## src/hw/rtl/wavhp_pkg.sv

```systemverilog
// Package for the WAV header parser: status and error codes, parse phases,
// the structs passed between modules, and the marker and field-length tables.
// No dependencies.
package wavhp_pkg;

    // Result status codes.
    localparam logic [2:0] ST_HEADER   = 3'd0;
    localparam logic [2:0] ST_COMPLETE = 3'd1;
    localparam logic [2:0] ST_PAYLOAD  = 3'd2;
    localparam logic [2:0] ST_TRAILING = 3'd3;
    localparam logic [2:0] ST_ERROR    = 3'd4;

    // Error codes.
    localparam logic [2:0] ERR_NONE     = 3'd0;
    localparam logic [2:0] ERR_NO_RIFF  = 3'd1;
    localparam logic [2:0] ERR_NO_WAVE  = 3'd2;
    localparam logic [2:0] ERR_NO_FMT   = 3'd3;
    localparam logic [2:0] ERR_NOT_PCM  = 3'd4;
    localparam logic [2:0] ERR_NO_DATA  = 3'd5;
    localparam logic [2:0] ERR_ZERO_DIV = 3'd6;

    // Marker words, first file byte in the low byte.
    localparam logic [31:0] MARK_RIFF = 32'h4646_4952;  // "RIFF"
    localparam logic [31:0] MARK_WAVE = 32'h4556_4157;  // "WAVE"
    localparam logic [31:0] MARK_FMT  = 32'h2074_6D66;  // "fmt "
    localparam logic [31:0] MARK_DATA = 32'h6174_6164;  // "data"
    localparam logic [31:0] MARK_PCM  = 32'h0000_0001;  // format tag 1

    // Fmt chunk length covered by the fields that are parsed.
    localparam logic [31:0] FMT_BASE_LEN = 32'd16;

    // Parse phases, one-hot.
    typedef enum logic [18:0] {
        PH_RIFF        = 19'h00001,
        PH_RIFF_SIZE   = 19'h00002,
        PH_WAVE        = 19'h00004,
        PH_FMT         = 19'h00008,
        PH_FMT_LEN     = 19'h00010,
        PH_TAG         = 19'h00020,
        PH_CHANNELS    = 19'h00040,
        PH_RATE        = 19'h00080,
        PH_BYTE_RATE   = 19'h00100,
        PH_BLOCK_ALIGN = 19'h00200,
        PH_BITS        = 19'h00400,
        PH_SKIP        = 19'h00800,
        PH_DATA_MARK   = 19'h01000,
        PH_DATA_SIZE   = 19'h02000,
        PH_PAYLOAD     = 19'h04000,
        PH_TRAILING    = 19'h08000,
        PH_DIV1        = 19'h10000,
        PH_DIV2        = 19'h20000,
        PH_REPORT      = 19'h40000
    } phase_t;

    // Request to the shared divider.
    typedef struct packed {
        logic        start;
        logic [31:0] dividend;
        logic [15:0] divisor;
    } div_req_t;

    // Response from the shared divider.
    typedef struct packed {
        logic        done;
        logic [31:0] quotient;
    } div_rsp_t;

    // One result transaction.
    typedef struct packed {
        logic [2:0]  status;
        logic [2:0]  error_code;
        logic [7:0]  payload_byte;
        logic        last_payload;
        logic [15:0] channel_count;
        logic [31:0] sample_rate;
        logic [15:0] sample_bits;
        logic [31:0] payload_length;
        logic [31:0] frame_count;
    } result_t;

    // Index of the last byte of the field read in a phase.
    function automatic logic [1:0] field_last(input phase_t ph);
        logic [1:0] last;
        unique case (ph)
            PH_TAG, PH_CHANNELS, PH_BLOCK_ALIGN, PH_BITS: last = 2'd1;
            default: last = 2'd3;
        endcase
        return last;
    endfunction

    // Error raised when a marker byte of this phase does not match.
    function automatic logic [2:0] marker_code(input phase_t ph);
        logic [2:0] code;
        unique case (ph)
            PH_RIFF:      code = ERR_NO_RIFF;
            PH_WAVE:      code = ERR_NO_WAVE;
            PH_FMT:       code = ERR_NO_FMT;
            PH_TAG:       code = ERR_NOT_PCM;
            PH_DATA_MARK: code = ERR_NO_DATA;
            default:      code = ERR_NONE;
        endcase
        return code;
    endfunction

    // Expected byte at a position of the marker of this phase.
    function automatic logic [7:0] marker_byte(input phase_t ph, input logic [1:0] pos);
        logic [31:0] word;
        unique case (ph)
            PH_RIFF:      word = MARK_RIFF;
            PH_WAVE:      word = MARK_WAVE;
            PH_FMT:       word = MARK_FMT;
            PH_TAG:       word = MARK_PCM;
            PH_DATA_MARK: word = MARK_DATA;
            default:      word = 32'd0;
        endcase
        return word[{pos, 3'b000} +: 8];
    endfunction

    // Phase that follows a plain field.
    function automatic phase_t next_phase(input phase_t ph);
        phase_t nxt;
        unique case (ph)
            PH_RIFF:        nxt = PH_RIFF_SIZE;
            PH_RIFF_SIZE:   nxt = PH_WAVE;
            PH_WAVE:        nxt = PH_FMT;
            PH_FMT:         nxt = PH_FMT_LEN;
            PH_FMT_LEN:     nxt = PH_TAG;
            PH_TAG:         nxt = PH_CHANNELS;
            PH_CHANNELS:    nxt = PH_RATE;
            PH_RATE:        nxt = PH_BYTE_RATE;
            PH_BYTE_RATE:   nxt = PH_BLOCK_ALIGN;
            PH_BLOCK_ALIGN: nxt = PH_BITS;
            PH_DATA_MARK:   nxt = PH_DATA_SIZE;
            default:        nxt = ph;
        endcase
        return nxt;
    endfunction

endpackage

```

## src/hw/rtl/wavhp_divider.sv

```systemverilog
// Shared restoring divider, 32-bit dividend by 16-bit divisor, one quotient
// bit per cycle. Depends on wavhp_pkg.
module wavhp_divider
    import wavhp_pkg::*;
(
    input  logic     clk,
    input  logic     rst_n,
    input  div_req_t req,
    output div_rsp_t rsp
);

    logic        busy_reg;
    logic        done_reg;
    logic [4:0]  cnt_reg;
    logic [15:0] rem_reg;
    logic [31:0] dvd_reg;
    logic [15:0] dsr_reg;

    logic [16:0] trial;
    logic [16:0] diff;
    logic        fits;

    // One restoring step: shift in the next dividend bit and try the subtract.
    always_comb
    begin
        trial = {rem_reg, dvd_reg[31]};
        diff  = trial - {1'b0, dsr_reg};
        fits  = (trial >= {1'b0, dsr_reg});
    end

    // Control: count 32 steps after a start and pulse done at the end.
    always_ff @(posedge clk or negedge rst_n)
    begin
        if (!rst_n)
        begin
            busy_reg <= 1'b0;
            done_reg <= 1'b0;
            cnt_reg  <= 5'd0;
        end
        else
        begin
            done_reg <= 1'b0;
            if (req.start)
            begin
                busy_reg <= 1'b1;
                cnt_reg  <= 5'd0;
            end
            else if (busy_reg)
            begin
                cnt_reg <= cnt_reg + 5'd1;
                if (cnt_reg == 5'd31)
                begin
                    busy_reg <= 1'b0;
                    done_reg <= 1'b1;
                end
            end
        end
    end

    // Datapath: partial remainder and the dividend that turns into the quotient.
    always_ff @(posedge clk)
    begin
        if (req.start)
        begin
            rem_reg <= 16'd0;
            dvd_reg <= req.dividend;
            dsr_reg <= req.divisor;
        end
        else if (busy_reg)
        begin
            rem_reg <= fits ? diff[15:0] : trial[15:0];
            dvd_reg <= {dvd_reg[30:0], fits};
        end
    end

    assign rsp.done     = done_reg;
    assign rsp.quotient = dvd_reg;

endmodule

```

## src/hw/rtl/wavhp_parser.sv

```systemverilog
// Byte-level parse sequencer: markers, little-endian fields, fmt skip,
// payload count and the frame-count division steps. Depends on wavhp_pkg.
module wavhp_parser
    import wavhp_pkg::*;
(
    input  logic       clk,
    input  logic       rst_n,
    input  logic       accept,
    input  logic       out_free,
    input  logic [7:0] data_byte,
    input  logic       first_of_file,
    input  div_rsp_t   div_rsp,
    output div_req_t   div_req,
    output result_t    res,
    output logic       res_load,
    output logic       busy
);

    phase_t      phase_reg, phase_next;
    logic [1:0]  pos_reg, pos_next;
    logic [31:0] shift_reg, shift_next;
    logic [31:0] skip_reg, skip_next;
    logic [31:0] remain_reg, remain_next;
    logic [15:0] chan_reg, chan_next;
    logic [31:0] rate_reg, rate_next;
    logic [15:0] bits_reg, bits_next;
    logic [31:0] size_reg, size_next;
    logic [31:0] frames_reg, frames_next;
    logic [2:0]  err_reg, err_next;

    phase_t      cur_phase;
    logic [1:0]  cur_pos;
    logic [31:0] cur_shift;
    logic [31:0] cur_skip;
    logic [31:0] cur_remain;
    logic [15:0] cur_chan;
    logic [15:0] cur_bits;
    logic [2:0]  cur_err;
    logic [31:0] value;
    logic [31:0] count_dec;
    logic [2:0]  code;
    logic        meta;

    // Sequencer and field assembly.
    always_comb
    begin
        // A first-of-file byte sees the cleared state.
        cur_phase  = first_of_file ? PH_RIFF : phase_reg;
        cur_pos    = first_of_file ? 2'd0 : pos_reg;
        cur_shift  = first_of_file ? 32'd0 : shift_reg;
        cur_skip   = first_of_file ? 32'd0 : skip_reg;
        cur_remain = first_of_file ? 32'd0 : remain_reg;
        cur_chan   = first_of_file ? 16'd0 : chan_reg;
        cur_bits   = first_of_file ? 16'd0 : bits_reg;
        cur_err    = first_of_file ? ERR_NONE : err_reg;

        value     = cur_shift | ({24'd0, data_byte} << {cur_pos, 3'b000});
        count_dec = 32'd0;
        code      = marker_code(cur_phase);

        phase_next  = phase_reg;
        pos_next    = pos_reg;
        shift_next  = shift_reg;
        skip_next   = skip_reg;
        remain_next = remain_reg;
        chan_next   = chan_reg;
        rate_next   = rate_reg;
        bits_next   = bits_reg;
        size_next   = size_reg;
        frames_next = frames_reg;
        err_next    = err_reg;

        res          = '0;
        res_load     = 1'b0;
        div_req      = '0;

        if (accept)
        begin
            res_load = 1'b1;
            if (first_of_file)
            begin
                phase_next  = PH_RIFF;
                pos_next    = 2'd0;
                shift_next  = 32'd0;
                skip_next   = 32'd0;
                remain_next = 32'd0;
                chan_next   = 16'd0;
                rate_next   = 32'd0;
                bits_next   = 16'd0;
                size_next   = 32'd0;
                frames_next = 32'd0;
                err_next    = ERR_NONE;
            end

            if (cur_err != ERR_NONE)
            begin
                res.status     = ST_ERROR;
                res.error_code = cur_err;
            end
            else
            begin
                unique case (cur_phase)
                    PH_TRAILING:
                    begin
                        res.status = ST_TRAILING;
                    end
                    PH_PAYLOAD:
                    begin
                        count_dec        = cur_remain - 32'd1;
                        remain_next      = count_dec;
                        res.status       = ST_PAYLOAD;
                        res.payload_byte = data_byte;
                        if (count_dec == 32'd0)
                        begin
                            phase_next       = PH_TRAILING;
                            res.last_payload = 1'b1;
                        end
                    end
                    PH_SKIP:
                    begin
                        count_dec  = cur_skip - 32'd1;
                        skip_next  = count_dec;
                        res.status = ST_HEADER;
                        if (count_dec == 32'd0)
                        begin
                            phase_next = PH_DATA_MARK;
                            pos_next   = 2'd0;
                            shift_next = 32'd0;
                        end
                    end
                    default:
                    begin
                        res.status = ST_HEADER;
                        if ((code != ERR_NONE) && (data_byte != marker_byte(cur_phase, cur_pos)))
                        begin
                            err_next       = code;
                            res.status     = ST_ERROR;
                            res.error_code = code;
                        end
                        else if (cur_pos != field_last(cur_phase))
                        begin
                            pos_next   = cur_pos + 2'd1;
                            shift_next = value;
                        end
                        else
                        begin
                            // Field complete.
                            pos_next   = 2'd0;
                            shift_next = 32'd0;
                            phase_next = next_phase(cur_phase);
                            unique case (cur_phase)
                                PH_FMT_LEN:
                                begin
                                    skip_next = (value >= FMT_BASE_LEN) ?
                                                (value - FMT_BASE_LEN) : 32'd0;
                                end
                                PH_CHANNELS:
                                begin
                                    chan_next = value[15:0];
                                end
                                PH_RATE:
                                begin
                                    rate_next = value;
                                end
                                PH_BITS:
                                begin
                                    bits_next  = value[15:0];
                                    phase_next = (cur_skip != 32'd0) ? PH_SKIP : PH_DATA_MARK;
                                end
                                PH_DATA_SIZE:
                                begin
                                    size_next = value;
                                    if ((cur_chan == 16'd0) || (cur_bits == 16'd0))
                                    begin
                                        err_next       = ERR_ZERO_DIV;
                                        res.status     = ST_ERROR;
                                        res.error_code = ERR_ZERO_DIV;
                                    end
                                    else
                                    begin
                                        // Size over channels first; the result comes later.
                                        div_req.start    = 1'b1;
                                        div_req.dividend = value;
                                        div_req.divisor  = cur_chan;
                                        phase_next       = PH_DIV1;
                                        res_load         = 1'b0;
                                    end
                                end
                                default:
                                begin
                                end
                            endcase
                        end
                    end
                endcase
            end
        end
        else
        begin
            // Frame-count steps while the input side is held off.
            unique case (phase_reg)
                PH_DIV1:
                begin
                    if (div_rsp.done)
                    begin
                        div_req.start    = 1'b1;
                        div_req.dividend = {div_rsp.quotient[28:0], 3'b000};
                        div_req.divisor  = bits_reg;
                        phase_next       = PH_DIV2;
                    end
                end
                PH_DIV2:
                begin
                    if (div_rsp.done)
                    begin
                        frames_next = div_rsp.quotient;
                        phase_next  = PH_REPORT;
                    end
                end
                PH_REPORT:
                begin
                    if (out_free)
                    begin
                        res_load    = 1'b1;
                        res.status  = ST_COMPLETE;
                        remain_next = size_reg;
                        phase_next  = (size_reg != 32'd0) ? PH_PAYLOAD : PH_TRAILING;
                    end
                end
                default:
                begin
                end
            endcase
        end

        // Metadata goes out with header complete, payload and trailing results.
        meta = (res.status == ST_COMPLETE) || (res.status == ST_PAYLOAD) ||
               (res.status == ST_TRAILING);
        if (meta)
        begin
            res.channel_count  = chan_next;
            res.sample_rate    = rate_next;
            res.sample_bits    = bits_next;
            res.payload_length = size_next;
            res.frame_count    = frames_next;
        end
    end

    assign busy = (phase_reg == PH_DIV1) || (phase_reg == PH_DIV2) ||
                  (phase_reg == PH_REPORT);

    // Parse state.
    always_ff @(posedge clk or negedge rst_n)
    begin
        if (!rst_n)
        begin
            phase_reg  <= PH_RIFF;
            pos_reg    <= 2'd0;
            shift_reg  <= 32'd0;
            skip_reg   <= 32'd0;
            remain_reg <= 32'd0;
            chan_reg   <= 16'd0;
            rate_reg   <= 32'd0;
            bits_reg   <= 16'd0;
            size_reg   <= 32'd0;
            frames_reg <= 32'd0;
            err_reg    <= ERR_NONE;
        end
        else
        begin
            phase_reg  <= phase_next;
            pos_reg    <= pos_next;
            shift_reg  <= shift_next;
            skip_reg   <= skip_next;
            remain_reg <= remain_next;
            chan_reg   <= chan_next;
            rate_reg   <= rate_next;
            bits_reg   <= bits_next;
            size_reg   <= size_next;
            frames_reg <= frames_next;
            err_reg    <= err_next;
        end
    end

endmodule

```

## src/hw/rtl/wav_header_parser.sv

```systemverilog
// Top level of the WAV header parser: input handshake, output register and
// the wiring of the parse sequencer and the shared divider.
// Depends on wavhp_pkg, wavhp_divider and wavhp_parser.
//
//  Channel | Handshake                  | Payload
//  --------+----------------------------+---------------------------------------
//  byte    | byte_valid / byte_stall    | data_byte, first_of_file
//  result  | result_valid/result_stall  | status, error_code, payload_byte,
//          |                            | last_payload and the header metadata
//
// Each file byte gives one result in the cycle after it is taken, except the
// last data-size byte of a header with nonzero channels and bits: it gives none
// and holds the byte side off while the 32-step divider runs twice for the frame
// count. Payload bytes stream at one per cycle while the result side does not stall.
// Reset clears all parse state and empties the output register.
// A stalled result holds its register; the byte side is stalled while that
// register cannot be refilled and while the frame count is computed.
module wav_header_parser
    import wavhp_pkg::*;
(
    input  logic        clk,
    input  logic        rst_n,
    input  logic        byte_valid,
    output logic        byte_stall,
    input  logic [7:0]  data_byte,
    input  logic        first_of_file,
    output logic        result_valid,
    input  logic        result_stall,
    output logic [2:0]  status,
    output logic [2:0]  error_code,
    output logic [7:0]  payload_byte,
    output logic        last_payload,
    output logic [15:0] channel_count,
    output logic [31:0] sample_rate,
    output logic [15:0] sample_bits,
    output logic [31:0] payload_length,
    output logic [31:0] frame_count
);

    logic     result_valid_reg;
    result_t  result_reg;
    result_t  res;
    logic     res_load;
    logic     busy;
    logic     out_free;
    logic     accept;
    div_req_t div_req;
    div_rsp_t div_rsp;

    // Handshake on the byte side.
    assign out_free   = !result_valid_reg || !result_stall;
    assign byte_stall = busy || !out_free;
    assign accept     = byte_valid && !byte_stall;

    wavhp_parser u_parser (
        .clk           (clk),
        .rst_n         (rst_n),
        .accept        (accept),
        .out_free      (out_free),
        .data_byte     (data_byte),
        .first_of_file (first_of_file),
        .div_rsp       (div_rsp),
        .div_req       (div_req),
        .res           (res),
        .res_load      (res_load),
        .busy          (busy)
    );

    wavhp_divider u_divider (
        .clk   (clk),
        .rst_n (rst_n),
        .req   (div_req),
        .rsp   (div_rsp)
    );

    // Output register valid flag.
    always_ff @(posedge clk or negedge rst_n)
    begin
        if (!rst_n)
        begin
            result_valid_reg <= 1'b0;
        end
        else if (res_load)
        begin
            result_valid_reg <= 1'b1;
        end
        else if (!result_stall)
        begin
            result_valid_reg <= 1'b0;
        end
    end

    // Output register payload.
    always_ff @(posedge clk)
    begin
        if (res_load)
        begin
            result_reg <= res;
        end
    end

    assign result_valid   = result_valid_reg;
    assign status         = result_reg.status;
    assign error_code     = result_reg.error_code;
    assign payload_byte   = result_reg.payload_byte;
    assign last_payload   = result_reg.last_payload;
    assign channel_count  = result_reg.channel_count;
    assign sample_rate    = result_reg.sample_rate;
    assign sample_bits    = result_reg.sample_bits;
    assign payload_length = result_reg.payload_length;
    assign frame_count    = result_reg.frame_count;

endmodule

```

## config.mk

```make
export PLATFORM = sky130hd
export DESIGN_NAME = wav_header_parser
export DESIGN_NICKNAME = d
export VERILOG_FILES = /design/src/hw/rtl/wavhp_pkg.sv /design/src/hw/rtl/wavhp_divider.sv /design/src/hw/rtl/wavhp_parser.sv /design/src/hw/rtl/wav_header_parser.sv
export SDC_FILE = /design/constraint.sdc
export NUM_CORES = 1
export LEC_CHECK = 0
export BUFFER_PORTS_ARGS = -buffer_cell sky130_fd_sc_hd__buf_4
export CAP_MARGIN = 20
export CORE_UTILIZATION = 60
export CTS_BUF_LIST = sky130_fd_sc_hd__clkbuf_4 sky130_fd_sc_hd__clkbuf_8
export DETAILED_ROUTE_END_ITERATION = 8
export PLACE_DENSITY = 0.77
export SYNTH_ARGS = -nofsm -noshare
export SYNTH_HDL_FRONTEND = slang
export SYNTH_SLANG_ARGS = --single-unit
```

## constraint.sdc

```tcl
create_clock -name clk -period 16.61 [get_ports clk]
set_input_delay 4.983 -clock clk [delete_from_list [all_inputs] [get_ports clk]]
set_output_delay 4.983 -clock clk [all_outputs]
set_load 0.1 [all_outputs]
```

==> results.md <==
* Status: complete, but fails checks
* Tot Pwr at 0.00273 W
* Top-count cell post-synth: nand2_1
* Slowest cell delay on critical path at around 0.27 ns
* Die height at 205 µm
* Synthesized area per cell at around 9 µm²
* Final Skew at approximately 0.034 ns
* Die Area at 0.0421 mm²
* DRT Pass-1 Iters at 9
* Max_slew headroom at 18.7%
* Type of the worst setup path: input port to output pin
* CTS tree: built
* Synth unique cells at just over 90
* Placer Congestion at 0.969
* Area Growth Syn to Fin at 13.3%
* Worst skew pair latency at 0.68 ns
* Vias in the first global route at ~22000
* Post-synth EDFFs at 191
* # DRC at 2
* TNS Setup at 0 ns
* Row cnt at 74
* RSZ-0062 raised after global routing: no
* Hold slack at 0.461 ns
* # hold bufs at CTS at 0
* Mapped Area at 0.0248 mm²
* Vias at between 20000 and 25000
* Largest net degree at the start of global routing at about 160
* Seq cells post-synth at around 460
* Failing checks: DRC
* Max Cap Viol at 0
* Htree depth at 3
* Post_cts resized at 0
* CP max-delay cell: a22o_1
* FF-to-FF setup slack at 10.69 ns
* Detail Route Antenna Nets at 0
* Post-synth top cells: nand2_1, dfrtp_1, a21oi_1
* Sequential area share after synthesis at 50.3%
* Top cells by area, synth: dfrtp_1, edfxtp_1, nand2_1, a21oi_1, nand3_1
* Nets@finish at 2819
* Req. time, crit path at 11.63 ns
* Detailed placement HPWL at 57100 µm
* Sink Count at 463
* Post-Route WL at 84600 µm
* Worst-Margin Slew at 1.21 ns
* Grt met3 use at 12.9%
* Max Clk Rate at 94.2 MHz
* Final Max Slew Viols at 0
* Tcrit/Tclk final at 63.9%
* Root buffer cell: clkbuf_8
* Hold Vio Cnt, Final at 0
* Via-per-instance ratio at about 6.8
* Gr ovfl total at 0
* Max Root-Sink Buffers at 3
* Crit-path cells: buf_4 -> a22o_1 -> buf_4
* Starting Density at about three fifths
* Worst setup endpoint: byte_stall
* Worst-path clk slew at around 0.060 ns
* # IOs at 158
* Reg2reg end: u_divider.dvd_reg[15]
* Crit path launch: result_stall
* Width of the die at ~210 µm
* YS warnings at 0
* Share of cells above drive strength 1 at 14.6%
* WL/cell at 25.1 µm
* Asr flop ratio synth at 55.3%
* Post-CTS Setup Bufs at 0
* Inserted Clock Buffers at 79
* First-pass GRT wire length at between 100000 and 150000 µm
* VDD IR max at about 0.000094 V
* P_leak at ~12 nW
* Core area at 0.0407 mm²
* Initial antenna violation count at 3
* M1 GR Usage at 51.2%
* Power Dens Cells at around 100 mW/mm²
* Main synth FF type: dfrtp_1
* Post-Syn Nets at ~2700
* Top cell by count, worst path: buf_4
* Routing usage on met2 at 61.3%
* Final setup viols at 0
* Worst Reg-to-Reg Cells at 14
* Synthesized instance count at 2673
* Top-area cell type share of the netlist area at 25.8%
* Gr busiest metal: met2
* Setup crit end kind: output pin
* Classification of the worst-slack hold path: register to register
* All-Layer GR Usage at 40.2%
* Min cycle time layout at 10.62 ns
* CP max FO at 3
* Reg-to-reg startpoint: u_parser.phase_reg[5]
* Leading area contributor after synthesis: dfrtp_1
* Buffers on Ports at approximately 160
* DR iter-0 viols at 3140
* CP arrival at 5.63 ns
* Crit start category: input port
==> where the power goes <==
part           total (W)  switching, W  internal, W
registers        0.00126     0.0000381      0.00122
clock network    0.00105      0.000491     0.000561
logic           0.000416      0.000329    0.0000877
==> worst min path at each step <==
stage / endpoint / slack, ns / startpoint / depth (start not counted)
after floorplan: u_divider.rem_reg[15] / 0.43 / u_divider.rem_reg[15] / 2
after global placement: u_divider.rem_reg[15] / 0.44 / u_divider.rem_reg[15] / 2
after detailed placement: u_divider.rem_reg[15] / 0.45 / u_divider.rem_reg[15] / 2
after CTS: u_divider.rem_reg[15] / 0.46 / u_divider.rem_reg[15] / 2
after global routing: u_divider.rem_reg[15] / 0.50 / u_divider.rem_reg[15] / 2
final: u_divider.rem_reg[15] / 0.46 / u_divider.rem_reg[15] / 2
==> cell usage in the layout (no fill, tap or decap), types with 19 or more instances in the layout <==
master | synthesis | final
o211ai_1 | 42 | 42
nand2b_1 | 26 | 26
a31oi_1 | 32 | 32
o21ai_1 | 25 | 26
or3_1 | 21 | 20
or4_1 | 20 | 20
or2_2 | 19 | 19
o22ai_1 | 26 | 26
clkbuf_8 | 0 | 87
nand2_1 | 362 | 361
nor2_1 | 193 | 190
a22o_1 | 42 | 42
dfrtp_1 | 255 | 255
nand4_1 | 46 | 46
and3_1 | 22 | 22
ha_1 | 24 | 24
nor3_1 | 87 | 85
xnor2_1 | 29 | 29
clkbuf_4 | 0 | 34
a21oi_1 | 209 | 208
o21a_1 | 44 | 44
buf_4 | 2 | 207
o21ai_0 | 133 | 129
or2_1 | 47 | 47
a22oi_1 | 31 | 31
edfxtp_1 | 191 | 191
inv_1 | 50 | 50
nor4_1 | 52 | 52
nand3_1 | 173 | 173
==> stage by stage <==
step	instance area [µm²]	setup WS, ns	cells	util (%)
final	28000	5.99	3377	68.8
after global routing	28000	5.98	3376	68.8
after CTS	28000	5.99	3371	68.7
after detailed placement	26400	5.99	3227	64.7
after global placement	26400	6.00	3226	64.7
after floorplan	24800	3.27	2673	-
==> worst max-delay path: cells and delay by family <==
| kind | cells | cell delay, ns |
|---|---|---|
| AO/OA/AOI/OAI | 1 | 0.27 |
| buffers and inverters | 2 | 0.37 |
==> cell families after synthesis <==
| logic type | count (synthesis) | synth area share (%) |
|---|---|---|
| buffers and inverters | 240 | 3.95 |
| AND/OR/NAND/NOR | 1159 | 23.4 |
| multiplexers | 13 | 0.525 |
| AO/OA/AOI/OAI | 726 | 18.8 |
| adder cells (fa/ha/maj) | 25 | 1.29 |
| flip-flops | 463 | 50.3 |
| XOR/XNOR | 47 | 1.66 |
==> per-layer routing <==
layer / routed length, µm / up-vias
met5: 17 / -
met4: 4760 / 2
met3: 10100 / 320
met2: 38000 / 1455
met1: 31800 / 11000
li1: - / 10100
==> layout make-up <==
cell class,instances,area [µm²]
fill,3106,12700
sequential,463,12500
multi-input combinational,1970,11400
timing repair buffer,215,1690
clock buffer,120,1450
tap,532,666
inverter,52,195
clock inverter,24,156
antenna,1,2.50
(Power assumes the default switching activity.)
